===== src/hw/rtl/dhcpop_pkg.sv =====
// Shared types, constants and helpers for the DHCP option parser.
// No dependencies; compile first.
`default_nettype none

package dhcpop_pkg;

	// Default size of the options area in bytes
	localparam int unsigned AREA_BYTES_DEF = 312;

	// Option codes
	localparam logic [7:0] CODE_PAD     = 8'd0;
	localparam logic [7:0] CODE_MASK    = 8'd1;
	localparam logic [7:0] CODE_GATEWAY = 8'd3;
	localparam logic [7:0] CODE_DNS     = 8'd6;
	localparam logic [7:0] CODE_LEASE   = 8'd51;
	localparam logic [7:0] CODE_MSGTYPE = 8'd53;
	localparam logic [7:0] CODE_SERVER  = 8'd54;
	localparam logic [7:0] CODE_END     = 8'd255;

	// Magic cookie bytes, in arrival order
	localparam logic [7:0] COOKIE_B0 = 8'h63;
	localparam logic [7:0] COOKIE_B1 = 8'h82;
	localparam logic [7:0] COOKIE_B2 = 8'h53;
	localparam logic [7:0] COOKIE_B3 = 8'h63;

	typedef enum logic [1:0] {
		PH_COOKIE = 2'd0,
		PH_CODE   = 2'd1,
		PH_LEN    = 2'd2,
		PH_VALUE  = 2'd3
	} phase_t;

	// One input transaction
	typedef struct packed {
		logic [7:0]  opt_byte;
		logic        first_byte;
		logic        last_byte;
		logic [31:0] your_addr;
	} item_t;

	// One result transaction
	typedef struct packed {
		logic [31:0] offered_ip;
		logic [31:0] server_id;
		logic [31:0] subnet_mask;
		logic [31:0] router_addr;
		logic [31:0] dns_addr;
		logic [31:0] lease_seconds;
		logic [7:0]  msg_type;
		logic        valid_res;
	} result_t;

	// Expected cookie byte at a position of the cookie
	function automatic logic [7:0] cookie_byte(input logic [1:0] pos);
		logic [7:0] b;
		unique case (pos)
			2'd0: b = COOKIE_B0;
			2'd1: b = COOKIE_B1;
			2'd2: b = COOKIE_B2;
			2'd3: b = COOKIE_B3;
		endcase
		return b;
	endfunction

endpackage

`default_nettype wire


===== src/hw/rtl/dhcpop_in_if.sv =====
// Byte stream channel into the DHCP option parser.
// No dependencies.
`default_nettype none

interface dhcpop_in_if;
	logic        valid;
	logic        ready;
	logic [7:0]  opt_byte;
	logic        first_byte;
	logic        last_byte;
	logic [31:0] your_addr;

	modport source (output valid, output opt_byte, output first_byte,
		output last_byte, output your_addr, input ready);
	modport sink (input valid, input opt_byte, input first_byte,
		input last_byte, input your_addr, output ready);
endinterface

`default_nettype wire


===== src/hw/rtl/dhcpop_res_if.sv =====
// Result channel out of the DHCP option parser.
// No dependencies.
`default_nettype none

interface dhcpop_res_if;
	logic        valid;
	logic        ready;
	logic [31:0] offered_ip;
	logic [31:0] server_id;
	logic [31:0] subnet_mask;
	logic [31:0] router_addr;
	logic [31:0] dns_addr;
	logic [31:0] lease_seconds;
	logic [7:0]  msg_type;
	logic        valid_res;

	modport source (output valid, output offered_ip, output server_id,
		output subnet_mask, output router_addr, output dns_addr,
		output lease_seconds, output msg_type, output valid_res, input ready);
	modport sink (input valid, input offered_ip, input server_id,
		input subnet_mask, input router_addr, input dns_addr,
		input lease_seconds, input msg_type, input valid_res, output ready);
endinterface

`default_nettype wire


===== src/hw/rtl/dhcpop_in_stage.sv =====
// Input register of the DHCP option parser: holds one byte transaction.
// Depends on dhcpop_pkg.
`default_nettype none

module dhcpop_in_stage (
	input  logic                clk,
	input  logic                arst_n,
	input  logic                in_valid,
	output logic                in_ready,
	input  dhcpop_pkg::item_t   in_item,
	input  logic                res_busy,
	output logic                fire,
	output dhcpop_pkg::item_t   item_s1
);
	import dhcpop_pkg::*;

	logic valid_s1;
	logic take;

	// Advance unless a last byte would need the result register while it is full
	assign take     = !(item_s1.last_byte && res_busy);
	assign fire     = valid_s1 && take;
	assign in_ready = !valid_s1 || take;

	// Track occupancy
	always_ff @(posedge clk or negedge arst_n) begin
		if (!arst_n) begin
			valid_s1 <= 1'b0;
		end else if (in_ready) begin
			valid_s1 <= in_valid;
		end
	end

	// Capture payload
	always_ff @(posedge clk) begin
		if (in_ready && in_valid) begin
			item_s1 <= in_item;
		end
	end

endmodule

`default_nettype wire


===== src/hw/rtl/dhcpop_core.sv =====
// Option walker of the DHCP option parser: parse state, captures, result build.
// Depends on dhcpop_pkg.
`default_nettype none

module dhcpop_core #(
	parameter int unsigned AREA_BYTES = dhcpop_pkg::AREA_BYTES_DEF
) (
	input  logic                  clk,
	input  logic                  arst_n,
	input  logic                  fire,
	input  dhcpop_pkg::item_t     item_s1,
	output logic                  emit,
	output dhcpop_pkg::result_t   result
);
	import dhcpop_pkg::*;

	localparam int unsigned IDX_W = $clog2(AREA_BYTES + 1);
	localparam int unsigned SUM_W = ((IDX_W > 8) ? IDX_W : 8) + 1;
	localparam logic [IDX_W-1:0] AREA_IDX  = IDX_W'(AREA_BYTES);
	localparam logic [IDX_W-1:0] LAST_SLOT = IDX_W'(AREA_BYTES - 1);
	localparam logic [SUM_W-1:0] AREA_SUM  = SUM_W'(AREA_BYTES);
	localparam logic [IDX_W-1:0] COOKIE_END = IDX_W'(3);

	logic [IDX_W-1:0] idx_q,  c_idx,  n_idx;
	phase_t           phase_q, c_phase, n_phase;
	logic             good_q, c_good, n_good;
	logic             halt_q, c_halt, n_halt;
	logic [7:0]       code_q, c_code, n_code;
	logic [7:0]       len_q,  c_len,  n_len;
	logic [7:0]       cnt_q,  c_cnt,  n_cnt;
	logic [31:0]      shift_q, c_shift, n_shift;
	logic [31:0]      shift_in;
	result_t          held_q, c_held, n_held;
	logic [SUM_W-1:0] reach;
	logic [7:0]       b;
	logic [7:0]       type_byte;

	assign b = item_s1.opt_byte;

	// Start from cleared state on the first byte of a stream
	always_comb begin
		if (item_s1.first_byte) begin
			c_idx   = '0;
			c_phase = PH_COOKIE;
			c_good  = 1'b1;
			c_halt  = 1'b0;
			c_code  = '0;
			c_len   = '0;
			c_cnt   = '0;
			c_shift = '0;
			c_held  = '0;
			c_held.offered_ip = item_s1.your_addr;
		end else begin
			c_idx   = idx_q;
			c_phase = phase_q;
			c_good  = good_q;
			c_halt  = halt_q;
			c_code  = code_q;
			c_len   = len_q;
			c_cnt   = cnt_q;
			c_shift = shift_q;
			c_held  = held_q;
		end
	end

	// Area reach of the option whose length byte this is
	assign reach = SUM_W'(c_idx) + SUM_W'(1) + SUM_W'(b);

	// Value shift after this byte; only the first four value bytes are kept
	assign shift_in = (c_cnt < 8'd4) ? {c_shift[23:0], b} : c_shift;

	// First value byte of a message type option, once its value is complete
	always_comb begin
		unique case (c_len)
			8'd1:    type_byte = shift_in[7:0];
			8'd2:    type_byte = shift_in[15:8];
			8'd3:    type_byte = shift_in[23:16];
			default: type_byte = shift_in[31:24];
		endcase
	end

	// Walk one byte of the area
	always_comb begin
		n_idx   = c_idx;
		n_phase = c_phase;
		n_good  = c_good;
		n_halt  = c_halt;
		n_code  = c_code;
		n_len   = c_len;
		n_cnt   = c_cnt;
		n_shift = c_shift;
		n_held  = c_held;
		if (!c_halt && (c_idx < AREA_IDX)) begin
			n_idx = c_idx + IDX_W'(1);
			unique case (c_phase)
				PH_COOKIE: begin
					if (b != cookie_byte(c_idx[1:0])) begin
						n_good = 1'b0;
						n_halt = 1'b1;
					end else if (c_idx == COOKIE_END) begin
						n_phase = PH_CODE;
					end
				end
				PH_CODE: begin
					priority if (b == CODE_END) begin
						n_halt = 1'b1;
					end else if (b == CODE_PAD) begin
						n_phase = PH_CODE;
					end else if (c_idx == LAST_SLOT) begin
						n_halt = 1'b1;
					end else begin
						n_code  = b;
						n_phase = PH_LEN;
					end
				end
				PH_LEN: begin
					n_len = b;
					if (reach > AREA_SUM) begin
						n_halt = 1'b1;
					end else begin
						n_cnt   = '0;
						n_shift = '0;
						// empty options capture nothing
						n_phase = (b == 8'd0) ? PH_CODE : PH_VALUE;
					end
				end
				PH_VALUE: begin
					n_shift = shift_in;
					n_cnt = c_cnt + 8'd1;
					if (n_cnt == c_len) begin
						n_phase = PH_CODE;
						// commit the completed option
						if (c_code == CODE_MSGTYPE) begin
							n_held.msg_type = type_byte;
						end else if (c_len >= 8'd4) begin
							unique case (c_code)
								CODE_MASK:    n_held.subnet_mask   = n_shift;
								CODE_GATEWAY: n_held.router_addr   = n_shift;
								CODE_DNS:     n_held.dns_addr      = n_shift;
								CODE_LEASE:   n_held.lease_seconds = n_shift;
								CODE_SERVER:  n_held.server_id     = n_shift;
								default:      n_held.server_id     = c_held.server_id;
							endcase
						end
					end
				end
			endcase
		end
		// hold after a result until the next first byte
		if (item_s1.last_byte) begin
			n_halt = 1'b1;
		end
	end

	// Build the result from the updated captures
	always_comb begin
		result = n_held;
		result.valid_res = n_good && (n_phase != PH_COOKIE) && (n_held.msg_type != 8'd0);
	end

	assign emit = fire && item_s1.last_byte;

	// Update parse state per accepted byte
	always_ff @(posedge clk or negedge arst_n) begin
		if (!arst_n) begin
			idx_q   <= '0;
			phase_q <= PH_COOKIE;
			good_q  <= 1'b1;
			halt_q  <= 1'b0;
			code_q  <= '0;
			len_q   <= '0;
			cnt_q   <= '0;
			shift_q <= '0;
			held_q  <= '0;
		end else if (fire) begin
			idx_q   <= n_idx;
			phase_q <= n_phase;
			good_q  <= n_good;
			halt_q  <= n_halt;
			code_q  <= n_code;
			len_q   <= n_len;
			cnt_q   <= n_cnt;
			shift_q <= n_shift;
			held_q  <= n_held;
		end
	end

endmodule

`default_nettype wire


===== src/hw/rtl/dhcpop_out_stage.sv =====
// Result register of the DHCP option parser: holds one result transaction.
// Depends on dhcpop_pkg.
`default_nettype none

module dhcpop_out_stage (
	input  logic                  clk,
	input  logic                  arst_n,
	input  logic                  emit,
	input  dhcpop_pkg::result_t   result,
	output logic                  res_valid,
	input  logic                  res_ready,
	output logic                  res_busy,
	output dhcpop_pkg::result_t   result_q
);
	import dhcpop_pkg::*;

	assign res_busy = res_valid && !res_ready;

	// Load on emit, drop once taken
	always_ff @(posedge clk or negedge arst_n) begin
		if (!arst_n) begin
			res_valid <= 1'b0;
		end else if (emit) begin
			res_valid <= 1'b1;
		end else if (res_ready) begin
			res_valid <= 1'b0;
		end
	end

	// Capture payload
	always_ff @(posedge clk) begin
		if (emit) begin
			result_q <= result;
		end
	end

endmodule

`default_nettype wire


===== src/hw/rtl/dhcp_option_parser_unit.sv =====
// Top level of the DHCP option parser: input register, option walker, result register.
// Depends on dhcpop_pkg, dhcpop_in_if, dhcpop_res_if and the dhcpop_* stages.
`default_nettype none

// Streams the DHCP options area one byte per transaction, one byte per cycle
// unless stalled as below. A byte is registered, walked through the
// cookie/code/length/value parser, and on a byte flagged last_byte the result
// is loaded into the result register as the byte leaves the input register, and
// is then presented as one result transaction. Input ready drops only while a last
// byte waits in the input register and the result register still holds an untaken
// result. A byte flagged first_byte clears all captures and latches your_addr.
// After a result the parser ignores bytes until the next first_byte; a later
// last_byte repeats the held result. AREA_BYTES (8..511) sets the options-area limit.
module dhcp_option_parser_unit #(
	parameter int unsigned AREA_BYTES = dhcpop_pkg::AREA_BYTES_DEF
) (
	input  logic         clk,
	input  logic         arst_n,
	dhcpop_in_if.sink    in_ch,
	dhcpop_res_if.source res_ch
);
	import dhcpop_pkg::*;

	item_t   in_item;
	item_t   item_s1;
	result_t result;
	result_t result_q;
	logic    fire;
	logic    emit;
	logic    res_busy;

	assign in_item.opt_byte   = in_ch.opt_byte;
	assign in_item.first_byte = in_ch.first_byte;
	assign in_item.last_byte  = in_ch.last_byte;
	assign in_item.your_addr  = in_ch.your_addr;

	dhcpop_in_stage u_in (
		.clk      (clk),
		.arst_n   (arst_n),
		.in_valid (in_ch.valid),
		.in_ready (in_ch.ready),
		.in_item  (in_item),
		.res_busy (res_busy),
		.fire     (fire),
		.item_s1  (item_s1)
	);

	dhcpop_core #(
		.AREA_BYTES (AREA_BYTES)
	) u_core (
		.clk     (clk),
		.arst_n  (arst_n),
		.fire    (fire),
		.item_s1 (item_s1),
		.emit    (emit),
		.result  (result)
	);

	dhcpop_out_stage u_out (
		.clk       (clk),
		.arst_n    (arst_n),
		.emit      (emit),
		.result    (result),
		.res_valid (res_ch.valid),
		.res_ready (res_ch.ready),
		.res_busy  (res_busy),
		.result_q  (result_q)
	);

	assign res_ch.offered_ip    = result_q.offered_ip;
	assign res_ch.server_id     = result_q.server_id;
	assign res_ch.subnet_mask   = result_q.subnet_mask;
	assign res_ch.router_addr   = result_q.router_addr;
	assign res_ch.dns_addr      = result_q.dns_addr;
	assign res_ch.lease_seconds = result_q.lease_seconds;
	assign res_ch.msg_type      = result_q.msg_type;
	assign res_ch.valid_res     = result_q.valid_res;

endmodule

`default_nettype wire


===== src/flat_wrapper.sv =====
// flat-port wrapper written by rule: the top's interface ports become plain ports
module dhcp_option_parser_unit_flat import dhcpop_pkg::*;
#(
	parameter int unsigned AREA_BYTES = dhcpop_pkg::AREA_BYTES_DEF
)
  (clk, arst_n, in_ch_valid, in_ch_opt_byte, in_ch_first_byte, in_ch_last_byte, in_ch_your_addr, in_ch_ready, res_ch_valid, res_ch_offered_ip, res_ch_server_id, res_ch_subnet_mask, res_ch_router_addr, res_ch_dns_addr, res_ch_lease_seconds, res_ch_msg_type, res_ch_valid_res, res_ch_ready);
  dhcpop_in_if in_ch_i ();
  dhcpop_res_if res_ch_i ();
  input  logic clk;
  input  logic arst_n;
  input wire logic [$bits(in_ch_i.valid)-1:0] in_ch_valid;
  input wire logic [$bits(in_ch_i.opt_byte)-1:0] in_ch_opt_byte;
  input wire logic [$bits(in_ch_i.first_byte)-1:0] in_ch_first_byte;
  input wire logic [$bits(in_ch_i.last_byte)-1:0] in_ch_last_byte;
  input wire logic [$bits(in_ch_i.your_addr)-1:0] in_ch_your_addr;
  output wire logic [$bits(in_ch_i.ready)-1:0] in_ch_ready;
  output wire logic [$bits(res_ch_i.valid)-1:0] res_ch_valid;
  output wire logic [$bits(res_ch_i.offered_ip)-1:0] res_ch_offered_ip;
  output wire logic [$bits(res_ch_i.server_id)-1:0] res_ch_server_id;
  output wire logic [$bits(res_ch_i.subnet_mask)-1:0] res_ch_subnet_mask;
  output wire logic [$bits(res_ch_i.router_addr)-1:0] res_ch_router_addr;
  output wire logic [$bits(res_ch_i.dns_addr)-1:0] res_ch_dns_addr;
  output wire logic [$bits(res_ch_i.lease_seconds)-1:0] res_ch_lease_seconds;
  output wire logic [$bits(res_ch_i.msg_type)-1:0] res_ch_msg_type;
  output wire logic [$bits(res_ch_i.valid_res)-1:0] res_ch_valid_res;
  input wire logic [$bits(res_ch_i.ready)-1:0] res_ch_ready;
  assign in_ch_i.valid = in_ch_valid;
  assign in_ch_i.opt_byte = in_ch_opt_byte;
  assign in_ch_i.first_byte = in_ch_first_byte;
  assign in_ch_i.last_byte = in_ch_last_byte;
  assign in_ch_i.your_addr = in_ch_your_addr;
  assign in_ch_ready = in_ch_i.ready;
  assign res_ch_valid = res_ch_i.valid;
  assign res_ch_offered_ip = res_ch_i.offered_ip;
  assign res_ch_server_id = res_ch_i.server_id;
  assign res_ch_subnet_mask = res_ch_i.subnet_mask;
  assign res_ch_router_addr = res_ch_i.router_addr;
  assign res_ch_dns_addr = res_ch_i.dns_addr;
  assign res_ch_lease_seconds = res_ch_i.lease_seconds;
  assign res_ch_msg_type = res_ch_i.msg_type;
  assign res_ch_valid_res = res_ch_i.valid_res;
  assign res_ch_i.ready = res_ch_ready;
  dhcp_option_parser_unit #(.AREA_BYTES(AREA_BYTES)) u_core (.clk(clk), .arst_n(arst_n), .in_ch(in_ch_i), .res_ch(res_ch_i));
endmodule

===== config.mk =====
export PLATFORM = sky130hd
export DESIGN_NAME = dhcp_option_parser_unit_flat
export DESIGN_NICKNAME = d
export VERILOG_FILES = /design/src/hw/rtl/dhcpop_pkg.sv /design/src/hw/rtl/dhcpop_in_if.sv /design/src/hw/rtl/dhcpop_res_if.sv /design/src/hw/rtl/dhcpop_in_stage.sv /design/src/hw/rtl/dhcpop_core.sv /design/src/hw/rtl/dhcpop_out_stage.sv /design/src/hw/rtl/dhcp_option_parser_unit.sv /design/src/flat_wrapper.sv
export SDC_FILE = /design/constraint.sdc
export NUM_CORES = 1
export LEC_CHECK = 0
export BUFFER_PORTS_ARGS = -buffer_cell sky130_fd_sc_hd__buf_2
export CORE_ASPECT_RATIO = 0.5
export CORE_UTILIZATION = 35
export DETAILED_ROUTE_END_ITERATION = 16
export GPL_TIMING_DRIVEN = 1
export HOLD_SLACK_MARGIN = 0.05
export REMOVE_ABC_BUFFERS = 1
export SYNTH_ARGS = -nofsm -noshare
export SYNTH_HDL_FRONTEND = slang
export SYNTH_SLANG_ARGS = --single-unit
export TNS_END_PERCENT = 1

===== constraint.sdc =====
create_clock -name clk -period 12.3 [get_ports clk]
set_input_delay 1.23 -clock clk [delete_from_list [all_inputs] [get_ports clk]]
set_output_delay 1.23 -clock clk [all_outputs]
set_load 0.03 [all_outputs]

==> reports/metrics.yaml <==
finalNetCount: 2136
grt_pass1_vias: 15400
nFillCells: 5899
layout-drive-gt1-share_pct: 22.6
period_share_pct: 42.0
worstSetupPathType: "flop to flop"
numCtsBuffers: 48
track_usage_pct: 18.0
power_density_nw_per_um2: 144
tritoncts: "yes"
netlist_area_sq_um: 22200
drtAntennaViolNets: 0
wl_mm: 58.7
dr.pass1.iters: 7
tightest_slew_ns: 1.20
cts_hold_buf: 0
critPathLaunchType: "flop"
num_io_pins: 249
setup_ws_ns: 7.13
place_congestion: 0.861
yosysSeqAreaShare_pct: 63.5
finalMaxSlewViolations: 0
avgRoutedWirePerCell_um: 19.9
synth_area_leaders: "edfxtp_1, dfrtp_1, o21ai_0, nand3_1, nand2_1"
setup_viol: 0
die_y_um: 180
clk_pin_slew_ns: 0.07
rows: 64
dp.cells: 2856
p_leak_nw: 10.4
syn_inst: 1914
rsz0062_at_grt: "no"
min_path_type: "flop to flop"
tns_ns: 0
vdd_drop_max_v: 0.0000934
drc: 0
holdWs_ns: 0.481
dieWidth_um: 358
cts.htree.levels: 2
crit_arrival_ns: 5.66
synth.top_cell.area_share_pct: 32.9
slew_headroom_pct: 19.6
power.total_mw: 3.68
via_per_inst: 5.34
area_growth_pct: 15.4
grt_start_max_net_pins: 163
dieArea_sq_um: 64400
design_area_sq_um: 25600
synth_warnings: 0
synth_top_area_cell: "edfxtp_1"
clock_skew_ns: 0.0333
gr-total-overflow: 0
status: "finished, final reports clean"
fin_cells: 2946
ys.flop_type: "dfrtp_1"
cts.sinks: 514
cts_resized: 0
post-route-min-period_ns: 5.17
ys_ff_latch: 514
io_buffers: 248
clock-root-buffer: "clkbuf_16"
drt_iter0_markers: 1828
place_ws_ns: 7.21
clockBufferDepth: 3
crit_required_ns: 12.79
maxCapViolCount: 0
synth_cell_types: 82
hold_viol_final: 0
synth_async_sr_flop_share_pct: 52.7
avgSynthCellArea_sq_um: 11.6
fin_util_pct: 41.3
synth_edf_count: 243
core_area_sq_um: 61900
dp_hpwl_mm: 36.3
max_freq_mhz: 193
cp-end-kind: "flop"
cp_max_fo: 86
antenna_found_initial: 3
start_util_pct: 35.8
grt_pass1_wl_mm: 91.1
dr_total_vias: 15700
place_area_sq_um: 24100
cts_setup_buffers: 0
clkLatencyLatePin_ns: 0.60
-- synthesized netlist by cell type, types with 13 or more instances --
library cell	number
nor2_1	46
mux2_2	67
o21ai_1	97
o2bb2ai_2	20
nand3_1	179
nor2b_1	13
o21ai_0	244
xnor2_1	15
nand2_1	231
edfxtp_1	243
clkbuf_1	106
buf_1	22
and3_1	23
nor3_1	13
inv_1	14
mux2i_1	23
buf_2	33
dfrtp_1	270
a31oi_1	26
a22o_1	21
a21oi_1	23
-- cell type report --
| type | count | area, sq um | share of cell area, % |
|---|---|---|---|
| timing repair buffer | 290 | 1580 | 6.17 |
| antenna | 1 | 2.50 | 0.00978 |
| sequential | 514 | 14100 | 55.0 |
| clock buffer | 64 | 1290 | 5.05 |
| clock inverter | 25 | 229 | 0.895 |
| multi-input combinational | 1210 | 7290 | 28.5 |
| tap | 825 | 1030 | 4.04 |
| inverter | 17 | 68.8 | 0.269 |
-- layer usage --
metal	routed length, um	global-route usage, %	vias up
met5	13	0	-
met2	28800	30.0	408
met3	3100	3.14	81
li1	-	-	7294
met1	25700	24.5	7948
met4	1120	3.85	2
-- cell usage in the layout (no fill, tap or decap), drive strengths merged, types with 14 or more instances in the layout --
| master | netlist | final |
|---|---|---|
| edfxtp | 243 | 243 |
| clkbuf | 106 | 64 |
| xnor2 | 15 | 15 |
| o2bb2ai | 30 | 30 |
| nor2b | 14 | 14 |
| and3 | 23 | 23 |
| inv | 16 | 18 |
| o21ai | 342 | 342 |
| a22o | 21 | 21 |
| nor2 | 47 | 47 |
| a31oi | 26 | 26 |
| mux2 | 72 | 72 |
| a21oi | 23 | 23 |
| nand3 | 179 | 179 |
| dfrtp | 270 | 270 |
| buf | 67 | 290 |
| mux2i | 23 | 23 |
| nand2 | 231 | 231 |
| clkinv | 1 | 19 |
-- state kept, by name (all words and copies together) (netlist names), 8 cells and up --
signal and count:
u_core.u_out.result_q 201, u_core.u_core.held_q 200, u_core.u_in.item_s1 42, u_core.u_core.shift_q 32
u_core.u_core.idx_q 9, u_core.u_core.cnt_q 8, u_core.u_core.code_q 8, u_core.u_core.len_q 8
-- power by group --
group | internal (mW) | switching [mW]
Combinational | 0.0913 | 0.198
Clock | 0.809 | 0.671
Sequential | 1.88 | 0.0366
Total | 2.78 | 0.905
-- critical path: stages, from the launching register on --
cell and delay (ns):
edfxtp_1 0.38, buf_4 0.26, inv_6 0.38, buf_4 0.77, o21ai_0 0.21, a222oi_1 0.43
a21boi_2 0.13, nand4_1 0.14, or2_2 0.88, a21o_1 1.04, nand2_1 0.10, o21ai_1 0.12
-- kinds of logic after synthesis --
kind of cell | synth area share (%)
mux | 4.69
fa+ha+maj | 0.609
simple gates | 12.0
buf+inv | 3.71
compound gates | 14.5
flops | 63.5
xor+xnor | 0.987
-- final timing paths --
check	from	cells after the start	slack, ns	end
max	u_core.u_in.item_s1[33]	11	7.13	u_core.u_core.held_q[68]
min	u_core.u_core.held_q[93]	2	0.48	u_core.u_core.held_q[93]
max reg2reg	u_core.u_in.item_s1[33]	11	7.13	u_core.u_core.held_q[68]
min reg2reg	u_core.u_core.held_q[93]	2	0.48	u_core.u_core.held_q[93]
max in group asynchronous	arst_n	2	10.12	u_core.u_core.held_q[18]
min in group asynchronous	arst_n	1	0.70	u_core.u_core.held_q[171]
No activity file was read; power rests on OpenSTA's default activity.
